### src/design/hfc_pkg.sv
// Package: constants, types and hex helpers for the hex identifier checksum checker.
package hfc_pkg;

  // Identifier layout: data digits followed by four check digits
  localparam int DATA_HEX_CHARS = 32;
  localparam int CHECK_CHARS    = 4;
  localparam int TOTAL_CHARS    = DATA_HEX_CHARS + CHECK_CHARS;
  // Count saturates at TOTAL_CHARS + 1
  localparam int CNT_W          = $clog2(TOTAL_CHARS + 2);

  typedef enum logic [1:0] {
    FAULT_NONE   = 2'd0,
    FAULT_LENGTH = 2'd1,
    FAULT_HEX    = 2'd2,
    FAULT_CHECK  = 2'd3
  } fault_t;

  // One character held in the input stage
  typedef struct packed {
    logic       valid;
    logic [7:0] char_code;
    logic       is_last;
  } stage_t;

  // Verdict for one identifier
  typedef struct packed {
    logic       uid_ok;
    fault_t     fault;
    logic [7:0] sum_first;
    logic [7:0] sum_second;
  } verdict_t;

  // Decoded hex digit: ok is low for a non-hex character
  typedef struct packed {
    logic       ok;
    logic [3:0] nib;
  } hex_dig_t;

  function automatic hex_dig_t hex_value(input logic [7:0] c);
    hex_dig_t r;
    r.ok  = 1'b1;
    r.nib = 4'd0;
    if (c >= 8'h30 && c <= 8'h39) begin
      r.nib = 4'(c - 8'h30);
    end else if (c >= 8'h41 && c <= 8'h46) begin
      r.nib = 4'(c - 8'h37);
    end else if (c >= 8'h61 && c <= 8'h66) begin
      r.nib = 4'(c - 8'h57);
    end else begin
      r.ok = 1'b0;
    end
    return r;
  endfunction

  function automatic logic [7:0] upper_hex_char(input logic [3:0] nib);
    logic [7:0] r;
    if (nib < 4'd10) begin
      r = 8'h30 + {4'd0, nib};
    end else begin
      r = 8'h37 + {4'd0, nib};
    end
    return r;
  endfunction

endpackage

### src/design/hfc_if.sv
// Interfaces: character input channel and verdict output channel.
interface hfc_in_if;
  logic       valid;
  logic       ready;
  logic [7:0] char_code;
  logic       is_last;

  modport source (output valid, output char_code, output is_last, input ready);
  modport sink   (input valid, input char_code, input is_last, output ready);
endinterface

interface hfc_out_if;
  import hfc_pkg::*;
  logic       valid;
  logic       ready;
  logic       uid_ok;
  logic [1:0] fault;
  logic [7:0] sum_first;
  logic [7:0] sum_second;

  modport source (output valid, output uid_ok, output fault, output sum_first,
                  output sum_second, input ready);
  modport sink   (input valid, input uid_ok, input fault, input sum_first,
                  input sum_second, output ready);
endinterface

### src/design/hfc_in_stage.sv
// Input register: holds one accepted character until the check stage takes it.
module hfc_in_stage (
  input  logic           clk,
  input  logic           rst,
  hfc_in_if.sink         chars,
  input  logic           advance,
  output hfc_pkg::stage_t item
);
  import hfc_pkg::*;

  logic       valid;
  logic [7:0] char_code;
  logic       is_last;
  logic       take;

  // Accept whenever the register is empty or drains this cycle
  assign chars.ready = !valid || advance;
  assign take        = chars.valid && chars.ready;

  // Load a new item, or drop the one that moved on
  always_ff @(posedge clk) begin
    if (rst) begin
      valid <= 1'b0;
    end else if (take) begin
      valid <= 1'b1;
    end else if (advance) begin
      valid <= 1'b0;
    end
  end

  always_ff @(posedge clk) begin
    if (take) begin
      char_code <= chars.char_code;
      is_last   <= chars.is_last;
    end
  end

  assign item = stage_t'{valid: valid, char_code: char_code, is_last: is_last};

endmodule

### src/design/hfc_check.sv
// Check stage: running Fletcher sums, digit checks and the verdict of one identifier.
module hfc_check (
  input  logic             clk,
  input  logic             rst,
  input  hfc_pkg::stage_t  item,
  input  logic             advance,
  output hfc_pkg::verdict_t verdict
);
  import hfc_pkg::*;

  localparam logic [CNT_W-1:0] DATA_END  = CNT_W'(DATA_HEX_CHARS);
  localparam logic [CNT_W-1:0] TOTAL_END = CNT_W'(TOTAL_CHARS);
  localparam logic [CNT_W-1:0] CNT_MAX   = CNT_W'(TOTAL_CHARS + 1);

  logic [CNT_W-1:0] char_count, char_count_next;
  logic [7:0]       acc_first, acc_first_next;
  logic [7:0]       acc_second, acc_second_next;
  logic [3:0]       high_nibble, high_nibble_next;
  logic             bad_digit_seen, bad_digit_seen_next;
  logic             check_mismatch_seen, check_mismatch_seen_next;

  hex_dig_t         dig;
  logic [3:0]       data_nib;
  logic [7:0]       data_byte;
  logic [CNT_W-1:0] chk_idx;
  logic [7:0]       chk_val;
  logic [3:0]       chk_nib;
  logic             in_data;
  logic             in_check;
  fault_t           fault;

  assign dig       = hex_value(item.char_code);
  assign data_nib  = dig.ok ? dig.nib : 4'd0;
  assign data_byte = {high_nibble, data_nib};
  assign in_data   = char_count < DATA_END;
  assign in_check  = !in_data && (char_count < TOTAL_END);
  assign chk_idx   = char_count - DATA_END;
  assign chk_val   = chk_idx[1] ? acc_second : acc_first;
  assign chk_nib   = chk_idx[0] ? chk_val[3:0] : chk_val[7:4];

  // Update sums and flags for the current character
  always_comb begin
    char_count_next          = char_count;
    acc_first_next           = acc_first;
    acc_second_next          = acc_second;
    high_nibble_next         = high_nibble;
    bad_digit_seen_next      = bad_digit_seen;
    check_mismatch_seen_next = check_mismatch_seen;
    if (in_data) begin
      if (!dig.ok) begin
        bad_digit_seen_next = 1'b1;
      end
      if (!char_count[0]) begin
        high_nibble_next = data_nib;
      end else begin
        acc_first_next  = acc_first + data_byte;
        acc_second_next = acc_second + acc_first_next;
      end
    end else if (in_check) begin
      if (item.char_code != upper_hex_char(chk_nib)) begin
        check_mismatch_seen_next = 1'b1;
      end
    end
    if (char_count < CNT_MAX) begin
      char_count_next = char_count + CNT_W'(1);
    end
  end

  // Rank faults: length, then hex digit, then checksum
  always_comb begin
    if (char_count_next != TOTAL_END) begin
      fault = FAULT_LENGTH;
    end else if (bad_digit_seen_next) begin
      fault = FAULT_HEX;
    end else if (check_mismatch_seen_next) begin
      fault = FAULT_CHECK;
    end else begin
      fault = FAULT_NONE;
    end
  end

  assign verdict.uid_ok     = (fault == FAULT_NONE);
  assign verdict.fault      = fault;
  assign verdict.sum_first  = acc_first_next;
  assign verdict.sum_second = acc_second_next;

  // Advance state; clear it after the last character of a string
  always_ff @(posedge clk) begin
    if (rst || (advance && item.is_last)) begin
      char_count          <= '0;
      acc_first           <= '0;
      acc_second          <= '0;
      high_nibble         <= '0;
      bad_digit_seen      <= 1'b0;
      check_mismatch_seen <= 1'b0;
    end else if (advance) begin
      char_count          <= char_count_next;
      acc_first           <= acc_first_next;
      acc_second          <= acc_second_next;
      high_nibble         <= high_nibble_next;
      bad_digit_seen      <= bad_digit_seen_next;
      check_mismatch_seen <= check_mismatch_seen_next;
    end
  end

endmodule

### src/design/hfc_out_stage.sv
// Result register: holds one verdict item until the sink takes it.
module hfc_out_stage (
  input  logic              clk,
  input  logic              rst,
  input  logic              load,
  input  hfc_pkg::verdict_t verdict,
  output logic              free,
  hfc_out_if.source         result
);
  import hfc_pkg::*;

  logic     valid;
  verdict_t held;

  assign free = !valid || result.ready;

  // Hold the item until taken; load only when free
  always_ff @(posedge clk) begin
    if (rst) begin
      valid <= 1'b0;
    end else if (load) begin
      valid <= 1'b1;
    end else if (result.ready) begin
      valid <= 1'b0;
    end
  end

  always_ff @(posedge clk) begin
    if (load) begin
      held <= verdict;
    end
  end

  assign result.valid      = valid;
  assign result.uid_ok     = held.uid_ok;
  assign result.fault      = held.fault;
  assign result.sum_first  = held.sum_first;
  assign result.sum_second = held.sum_second;

endmodule

### src/design/hex_id_fletcher_check_top.sv
// A verdict enters the result register as its last character moves on (result reg free).
// One character per cycle unless stalled; one verdict per identifier, on its last character.
// Sums and checks live in one register bank updated in a single pass per character.
// A waiting verdict stalls the input only when another last character must retire.
// Reset (rst, synchronous, active high) clears the sums, flags, count and both valids.
module hex_id_fletcher_check_top (
  input  logic      clk,
  input  logic      rst,
  hfc_in_if.sink    chars,
  hfc_out_if.source verdicts
);
  import hfc_pkg::*;

  stage_t   item;
  verdict_t verdict;
  logic     out_free;
  logic     advance;

  // Move a character on unless its verdict finds the result register full
  assign advance = item.valid && (!item.is_last || out_free);

  hfc_in_stage u_in (
    .clk     (clk),
    .rst     (rst),
    .chars   (chars),
    .advance (advance),
    .item    (item)
  );

  hfc_check u_check (
    .clk     (clk),
    .rst     (rst),
    .item    (item),
    .advance (advance),
    .verdict (verdict)
  );

  hfc_out_stage u_out (
    .clk     (clk),
    .rst     (rst),
    .load    (advance && item.is_last),
    .verdict (verdict),
    .free    (out_free),
    .result  (verdicts)
  );

`ifndef SYNTHESIS
  // A retiring last character shows up as a verdict next cycle
  a_last_gives_verdict: assert property (@(posedge clk) disable iff (rst)
    (advance && item.is_last) |=> verdicts.valid)
    else $error("last character did not produce a verdict");

  // ok and fault code agree
  a_ok_matches_fault: assert property (@(posedge clk) disable iff (rst)
    verdicts.valid |-> (verdicts.uid_ok == (verdicts.fault == FAULT_NONE)))
    else $error("uid_ok disagrees with fault code");

  // Input stalls only when a character is held
  a_stall_has_item: assert property (@(posedge clk) disable iff (rst)
    !chars.ready |-> (item.valid && item.is_last && !out_free))
    else $error("input stalled without a blocked last character");

  // Nothing valid right after reset
  a_reset_clears: assert property (@(posedge clk)
    $past(rst) |-> (!verdicts.valid && !item.valid))
    else $error("valid set right after reset");
`endif

endmodule

### src/flat_wrapper.sv
// flat-port wrapper written by rule: the top's interface ports become plain ports
module hex_id_fletcher_check_top_flat import hfc_pkg::*;
  (clk, rst, chars_valid, chars_char_code, chars_is_last, chars_ready, verdicts_valid, verdicts_uid_ok, verdicts_fault, verdicts_sum_first, verdicts_sum_second, verdicts_ready);
  hfc_in_if chars_i ();
  hfc_out_if verdicts_i ();
  input  logic clk;
  input  logic rst;
  input wire logic [$bits(chars_i.valid)-1:0] chars_valid;
  input wire logic [$bits(chars_i.char_code)-1:0] chars_char_code;
  input wire logic [$bits(chars_i.is_last)-1:0] chars_is_last;
  output wire logic [$bits(chars_i.ready)-1:0] chars_ready;
  output wire logic [$bits(verdicts_i.valid)-1:0] verdicts_valid;
  output wire logic [$bits(verdicts_i.uid_ok)-1:0] verdicts_uid_ok;
  output wire logic [$bits(verdicts_i.fault)-1:0] verdicts_fault;
  output wire logic [$bits(verdicts_i.sum_first)-1:0] verdicts_sum_first;
  output wire logic [$bits(verdicts_i.sum_second)-1:0] verdicts_sum_second;
  input wire logic [$bits(verdicts_i.ready)-1:0] verdicts_ready;
  assign chars_i.valid = chars_valid;
  assign chars_i.char_code = chars_char_code;
  assign chars_i.is_last = chars_is_last;
  assign chars_ready = chars_i.ready;
  assign verdicts_valid = verdicts_i.valid;
  assign verdicts_uid_ok = verdicts_i.uid_ok;
  assign verdicts_fault = verdicts_i.fault;
  assign verdicts_sum_first = verdicts_i.sum_first;
  assign verdicts_sum_second = verdicts_i.sum_second;
  assign verdicts_i.ready = verdicts_ready;
  hex_id_fletcher_check_top u_core (.clk(clk), .rst(rst), .chars(chars_i), .verdicts(verdicts_i));
endmodule
### config.mk
export PLATFORM = sky130hd
export DESIGN_NAME = hex_id_fletcher_check_top_flat
export DESIGN_NICKNAME = d
export VERILOG_FILES = /design/src/design/hfc_pkg.sv /design/src/design/hfc_if.sv /design/src/design/hfc_in_stage.sv /design/src/design/hfc_check.sv /design/src/design/hfc_out_stage.sv /design/src/design/hex_id_fletcher_check_top.sv /design/src/flat_wrapper.sv
export SDC_FILE = /design/constraint.sdc
export NUM_CORES = 1
export LEC_CHECK = 0
export BUFFER_PORTS_ARGS = -buffer_cell sky130_fd_sc_hd__buf_4
export CAP_MARGIN = 5
export CORE_MARGIN = 2
export CORE_UTILIZATION = 40
export CTS_BUF_LIST = sky130_fd_sc_hd__clkbuf_4
export DETAILED_ROUTE_END_ITERATION = 16
export PLACE_DENSITY_LB_ADDON = 0.05
export SLEW_MARGIN = 20
export SYNTH_ARGS = -nofsm -noshare
export SYNTH_HDL_FRONTEND = slang
export SYNTH_SLANG_ARGS = --single-unit
### constraint.sdc
create_clock -name clk -period 7.4 [get_ports clk]
set_input_delay 0.74 -clock clk [delete_from_list [all_inputs] [get_ports clk]]
set_output_delay 0.74 -clock clk [all_outputs]
set_load 0.03 [all_outputs]
# After elaboration in Yosys (flattened, before gate mapping)
# Cells that the tools add are included.
# word_totals
ff_bits	58
inputBits	13
wordCells	84
# classes
addsub	9
n_lt_le_gt_ge	10
eq_ne	2
muxes	29
bitwise	1
reduce_logical	19
# op_table
op	n
2-to-1 mux 8 bit	7
2-to-1 mux 4 bit	5
less-than comparator 6 bit, second input constant	3
adder 8 bit	2
>= comparator 8 x 7 -> 1 bit, second input constant	2
less-or-equal comparator 8 x 7 -> 1 bit, second input constant	2
adder 6 x 4 -> 7 bit, first input constant	2
2-to-1 mux 1 bit	12
>= comparator 8 x 6 -> 1 bit, second input constant	1
less-or-equal comparator 8 x 6 -> 1 bit, second input constant	1
!= test 8 bit	1
subtractor 4 x 3 -> 4 bit, second input constant	2
logical AND 1 bit	7
2-to-1 mux 7 bit	1
adder 6 x 1 -> 6 bit, second input constant	1
2-to-1 mux 2 bit	3
2-to-1 mux 6 bit	1
!= test 6 bit, second input constant	1
logical NOT 1 bit	4
logical OR 1 bit	4
less-than comparator 4 bit, second input constant	1
nonzero test 2 bit	2
subtractor 4 x 1 -> 4 bit, second input constant	1
AND reduction 3 bit	1
3 further kinds	3

# Depth between registers and ports, before layout
# logic_depth
depth_word	15
depth_mapped	22

# By module
# A second synthesis with hierarchy kept.
# hier_totals
cells_unflattened	319
hier_area_um2	3296.9
# modules_own_cells
mod	instances	cells_per_inst	area_each_um2
hfc_check	1	277	2321.0
hfc_out_stage	1	23	616.8
hfc_in_stage	1	16	340.3
hex_id_fletcher_check_top	1	3	18.8

# Worst setup path before layout
# Ideal clock, no wire load.
# synth_timing
path_type	reg-to-reg
startpoint	register u_core.u_in.char_code[0]
endpoint	register u_core.u_out.held, in the netlist u_core.u_out.result.sum_second[7], data pin
t_arrival_ns	3.928
setup_slack_ns	3.213
stages_incl_launch_ff	21
n_path_buf	1
period_less_slack_ns	4.187
cell_sequence	edfxtp_1 -> inv_1 -> ha_1 -> nor2_1 -> o21ai_0 -> and4b_1 -> clkbuf_1 -> mux2_2 -> ha_1 -> fa_1 -> a21o_1 -> a21oi_1 -> xnor2_1 -> ha_1 -> nand3_1 -> o2111ai_1 -> o31ai_1 -> xnor2_1 -> xnor2_1 -> nand2_1 -> xnor2_1
# synth_between
elab_chain_cells	10
elab_cells_between_ends	23
# synth_rtl
item	line	source
from (decl)	hfc_in_stage.sv:12	logic [7:0] char_code;
from (signal assigned)	hfc_in_stage.sv:33	char_code <= chars.char_code;
>= comparator 8 x 7 -> 1 bit or less-or-equal comparator 8 x 7 -> 1 bit (tied branches)	hfc_pkg.sv:47	end else if (c >= 8'h61 && c <= 8'h66) begin
logical AND 1 bit	hfc_pkg.sv:47	
2-to-1 mux 4 bit or 2-to-1 mux 1 bit (tied branches)	hfc_pkg.sv:47	
2-to-1 mux 4 bit or 2-to-1 mux 1 bit (tied branches)	hfc_pkg.sv:45	end else if (c >= 8'h41 && c <= 8'h46) begin
2-to-1 mux 4 bit or 2-to-1 mux 1 bit (tied branches)	hfc_pkg.sv:43	if (c >= 8'h30 && c <= 8'h39) begin
2-to-1 mux 4 bit *	hfc_check.sv:33	assign data_nib = dig.ok ? dig.nib : 4'd0;
net u_core.u_check.data_nib[0]	hfc_check.sv:23	logic [3:0] data_nib;
adder 8 bit *	hfc_check.sv:56	acc_first_next = acc_first + data_byte;
adder 8 bit *	hfc_check.sv:57	acc_second_next = acc_second + acc_first_next;
2-to-1 mux 8 bit *	hfc_check.sv:53	if (!char_count[0]) begin
2-to-1 mux 8 bit *	hfc_check.sv:49	if (in_data) begin
net u_core.u_check.acc_second_next[7]	hfc_check.sv:17	logic [7:0] acc_second, acc_second_next;
to (signal assigned)	hfc_out_stage.sv:30	held <= verdict;
to (decl)	hfc_out_stage.sv:13	verdict_t held;
# Mark *: on every way through the listed nets, which the timed path passes. The rest lies on a longest branch.
# A chain may end at the register's enable or synchronous reset.

# Worst setup path in the final report
# Same ends and word-level chain as after synthesis.

==> impl_metrics.tcl <==
set metrics [dict create \
    outcome "complete, no violations" \
    ctsResizeCount 0 \
    grt_pass1_wl_mm 12.5 \
    row_count 33 \
    cts-root-buf "clkbuf_4" \
    cts_tree "done" \
    hold_path.class "reg -> reg" \
    cts_max_level 3 \
    wl_per_cell_um 15.4 \
    first_iter_violations 79 \
    dieHeight_um 95.2 \
    drive_above_1_share 0.155 \
    crit_path_frequent_cell "xnor2_1" \
    final_cell_mix "64 x nand2_1, 35 x buf_4, 30 x a21oi_1, 30 x dfxtp_1, 28 x edfxtp_1" \
    peakVddDrop_mv 0.0601 \
    grt_pass1_vias 2474 \
    clockBufferDepth 2 \
    power.density_nw_per_um2 166 \
    syn_inst 350 \
    worst-path-buf-inv 1 \
    endpoint_kind "register" \
    placed_area_um2 3650 \
    initial_core_util 0.409 \
    slew_viol_final 0 \
    finalSetupViolations 0 \
    r2r_end "u_core.u_out.result.sum_second[7]" \
    grt_antenna_before_repair 0 \
    cts.clk_slew.worst_paths_ns 0.10 \
    cts_setup_buffers 0 \
    fin_nets 418 \
    min_from "u_core.u_check.bad_digit_seen" \
    path_class "reg -> reg" \
    hold_ws_ns 0.480 \
    clock-sinks 58 \
    r2r_slack_ns 2.81 \
    ys_ff_latch 58 \
    utilization 0.465 \
    grt_max_degree 30 \
    min_period_ns 4.59 \
    final_common_cell "nand2_1" \
    r2r_start "u_core.u_in.char_code[0]" \
    netlist_area_um2 3330 \
    area_growth_pct 13.8 \
    final_cell_area_um2 3780 \
    critPathMaxFanout 6 \
    synth_edf_count 28 \
    grt_usage 0.185 \
    dieArea_um2 9060 \
    postCtsHoldBufs 0 \
    io_pins 34 \
    ys_seq_area_frac 0.433 \
    max_stage_delay_ns 0.65 \
    crit_family "compound AO/OA/AOI/OAI gates" \
    crit_arrival_ns 4.75 \
    hold_viol_final 0 \
    cpMaxStageDelayCell "a311oi_1" \
    finalCritPeriodShare 0.620 \
    synth_cell_types 55 \
    dpl.hpwl_mm 5.39 \
    drt_wl_total_mm 7.55 \
    clk_latency_ns 0.42 \
    core_um2 8130 \
    worstPathRequired_ns 7.56 \
    synth_area_per_cell_um2 9.50 \
    finalWeightedCongestion 0.812 \
    syn-num-nets 387 \
    vias 2539 \
    hold_end "u_core.u_check.bad_digit_seen" \
    worst_slew_pin_slew_ns 1.04 \
    port_buffers 33 \
    async_flop_share 0 \
    drt.antenna.violating_nets 0 \
    fp.dieW_um 95.2 \
    fmax_mhz 218 \
    worst-r2r-cell-count 18 \
    layoutNonFillerInstCount 491 \
    synth_ff_type "dfxtp_1" \
    rsz0062_at_grt "no" \
    numCtsBuffers 9 \
    drt-vias-per-instance 5.17 \
    dp_cells 475 \
    crit_chain "inv_1 -> ha_1 -> nor3b_1 -> a311oi_1 -> a21oi_1 -> mux2i_1 -> ha_1 -> a21o_1 -> a21oi_1 -> xnor2_1 -> ha_1 -> nand3_1 -> o2111ai_1 -> o31ai_1 -> xnor2_1 -> xnor2_1 -> nand2_1 -> xnor2_1" \
    fin_skew_ns 0.0208 \
    firstDrtPassIters 4 \
    synth_warnings 0 \
    fin_tns_setup_ns 0 \
    slew_headroom 0.302 \
    cellLeakagePower_nw 1.56 \
    holdPathStages 2 \
    globalRouteOverflowTotal 0 \
    antenna_cells 0 \
    start_kind "register" \
    drc 0 \
    maxCapViolations 0 \
]
==> how the worst max path moves through the flow <==
stage / start / endpoint / cells past startpoint
2_1_floorplan: u_core.u_in.char_code[0] / u_core.u_out.result.sum_second[7] / 20
3_3_place_gp: u_core.u_in.char_code[0] / u_core.u_out.result.sum_second[7] / 18
3_5_place_dp: u_core.u_in.char_code[0] / u_core.u_out.result.sum_second[7] / 18
4_1_cts: u_core.u_in.char_code[0] / u_core.u_out.result.sum_second[7] / 18
5_1_grt: u_core.u_in.char_code[0] / u_core.u_out.result.sum_second[7] / 20
6_report: u_core.u_in.char_code[0] / u_core.u_out.result.sum_second[7] / 18
==> cell type report <==
cell class              count  area [um2]
flip-flops and latches     58        1440
well taps                 105         131
clock buffers              11        82.6
repair buffers             35         263
inverters                  18        67.6
clock inverters             5        46.3
fillers                   797        4350
multi-input cells         259        1750
==> kinds of logic (layout without fill, tap and decap cells) <==
family | count (synthesis) | in the layout | synth area share
buf+inv | 33 | 69 | 0.0399
compound gates | 73 | 73 | 0.138
xor+xnor | 22 | 22 | 0.0579
simple gates | 126 | 126 | 0.173
fa+ha+maj | 24 | 24 | 0.0948
mux | 14 | 14 | 0.0628
flops | 58 | 58 | 0.433
==> sequential cells by signal, indices dropped and copies added (netlist names), 2 cells and up <==
signal                          count
u_core.u_check.acc_second           8
u_core.u_check.acc_first            8
u_core.u_check.char_count           6
u_core.u_out.result.sum_first       8
u_core.u_out.result.sum_second      8
u_core.u_out.result.fault           2
u_core.u_check.high_nibble          4
u_core.u_in.char_code               8
==> Yosys cell counts, drive strengths merged, types with 4 or more instances <==
cell | count | area, um2
a21o | 5 | 37.5
ha | 22 | 275
inv | 18 | 67.6
clkbuf | 12 | 45.0
xor2 | 6 | 52.6
nor2 | 25 | 93.8
a21oi | 31 | 159
nor3 | 5 | 25.0
o21ai | 11 | 55.1
edfxtp | 28 | 841
mux4 | 4 | 93.8
dfxtp | 30 | 601
nand2 | 64 | 240
nand2b | 4 | 25.0
a31oi | 4 | 25.0
nor2b | 6 | 45.0
xnor2 | 16 | 140
mux2i | 8 | 92.6
nand3 | 8 | 40.0
==> tightest hold or removal path, cell delays in order (launching register included) <==
cell	delay, ns
dfxtp_1	0.31
inv_1	0.07
a211oi_1	0.06
==> metal layers <==
layer	wire (um)	vias to the layer above	track usage
met5	0	-	0
met4	110	0	0.0713
met3	264	11	0.0443
met2	3420	35	0.273
met1	3760	1199	0.260
li1	-	1294	-
==> report_power, final <==
part / internal [mW] / total, mW / switching [mW]
registers: 0.343 / 0.350 / 0.00771
clock network: 0.107 / 0.223 / 0.116
logic: 0.0197 / 0.0530 / 0.0333
==> through the flow <==
| step | setup slack, ns | power, mW |
|---|---|---|
| global route | 2.33 | 0.656 |
| floorplan | 3.21 | 0.392 |
| global placement | 3.00 | 0.411 |
| detailed placement | 2.79 | 0.412 |
| finish | 2.81 | 0.627 |
| CTS | 2.77 | 0.637 |
No activity file was read; power rests on OpenSTA's default activity.
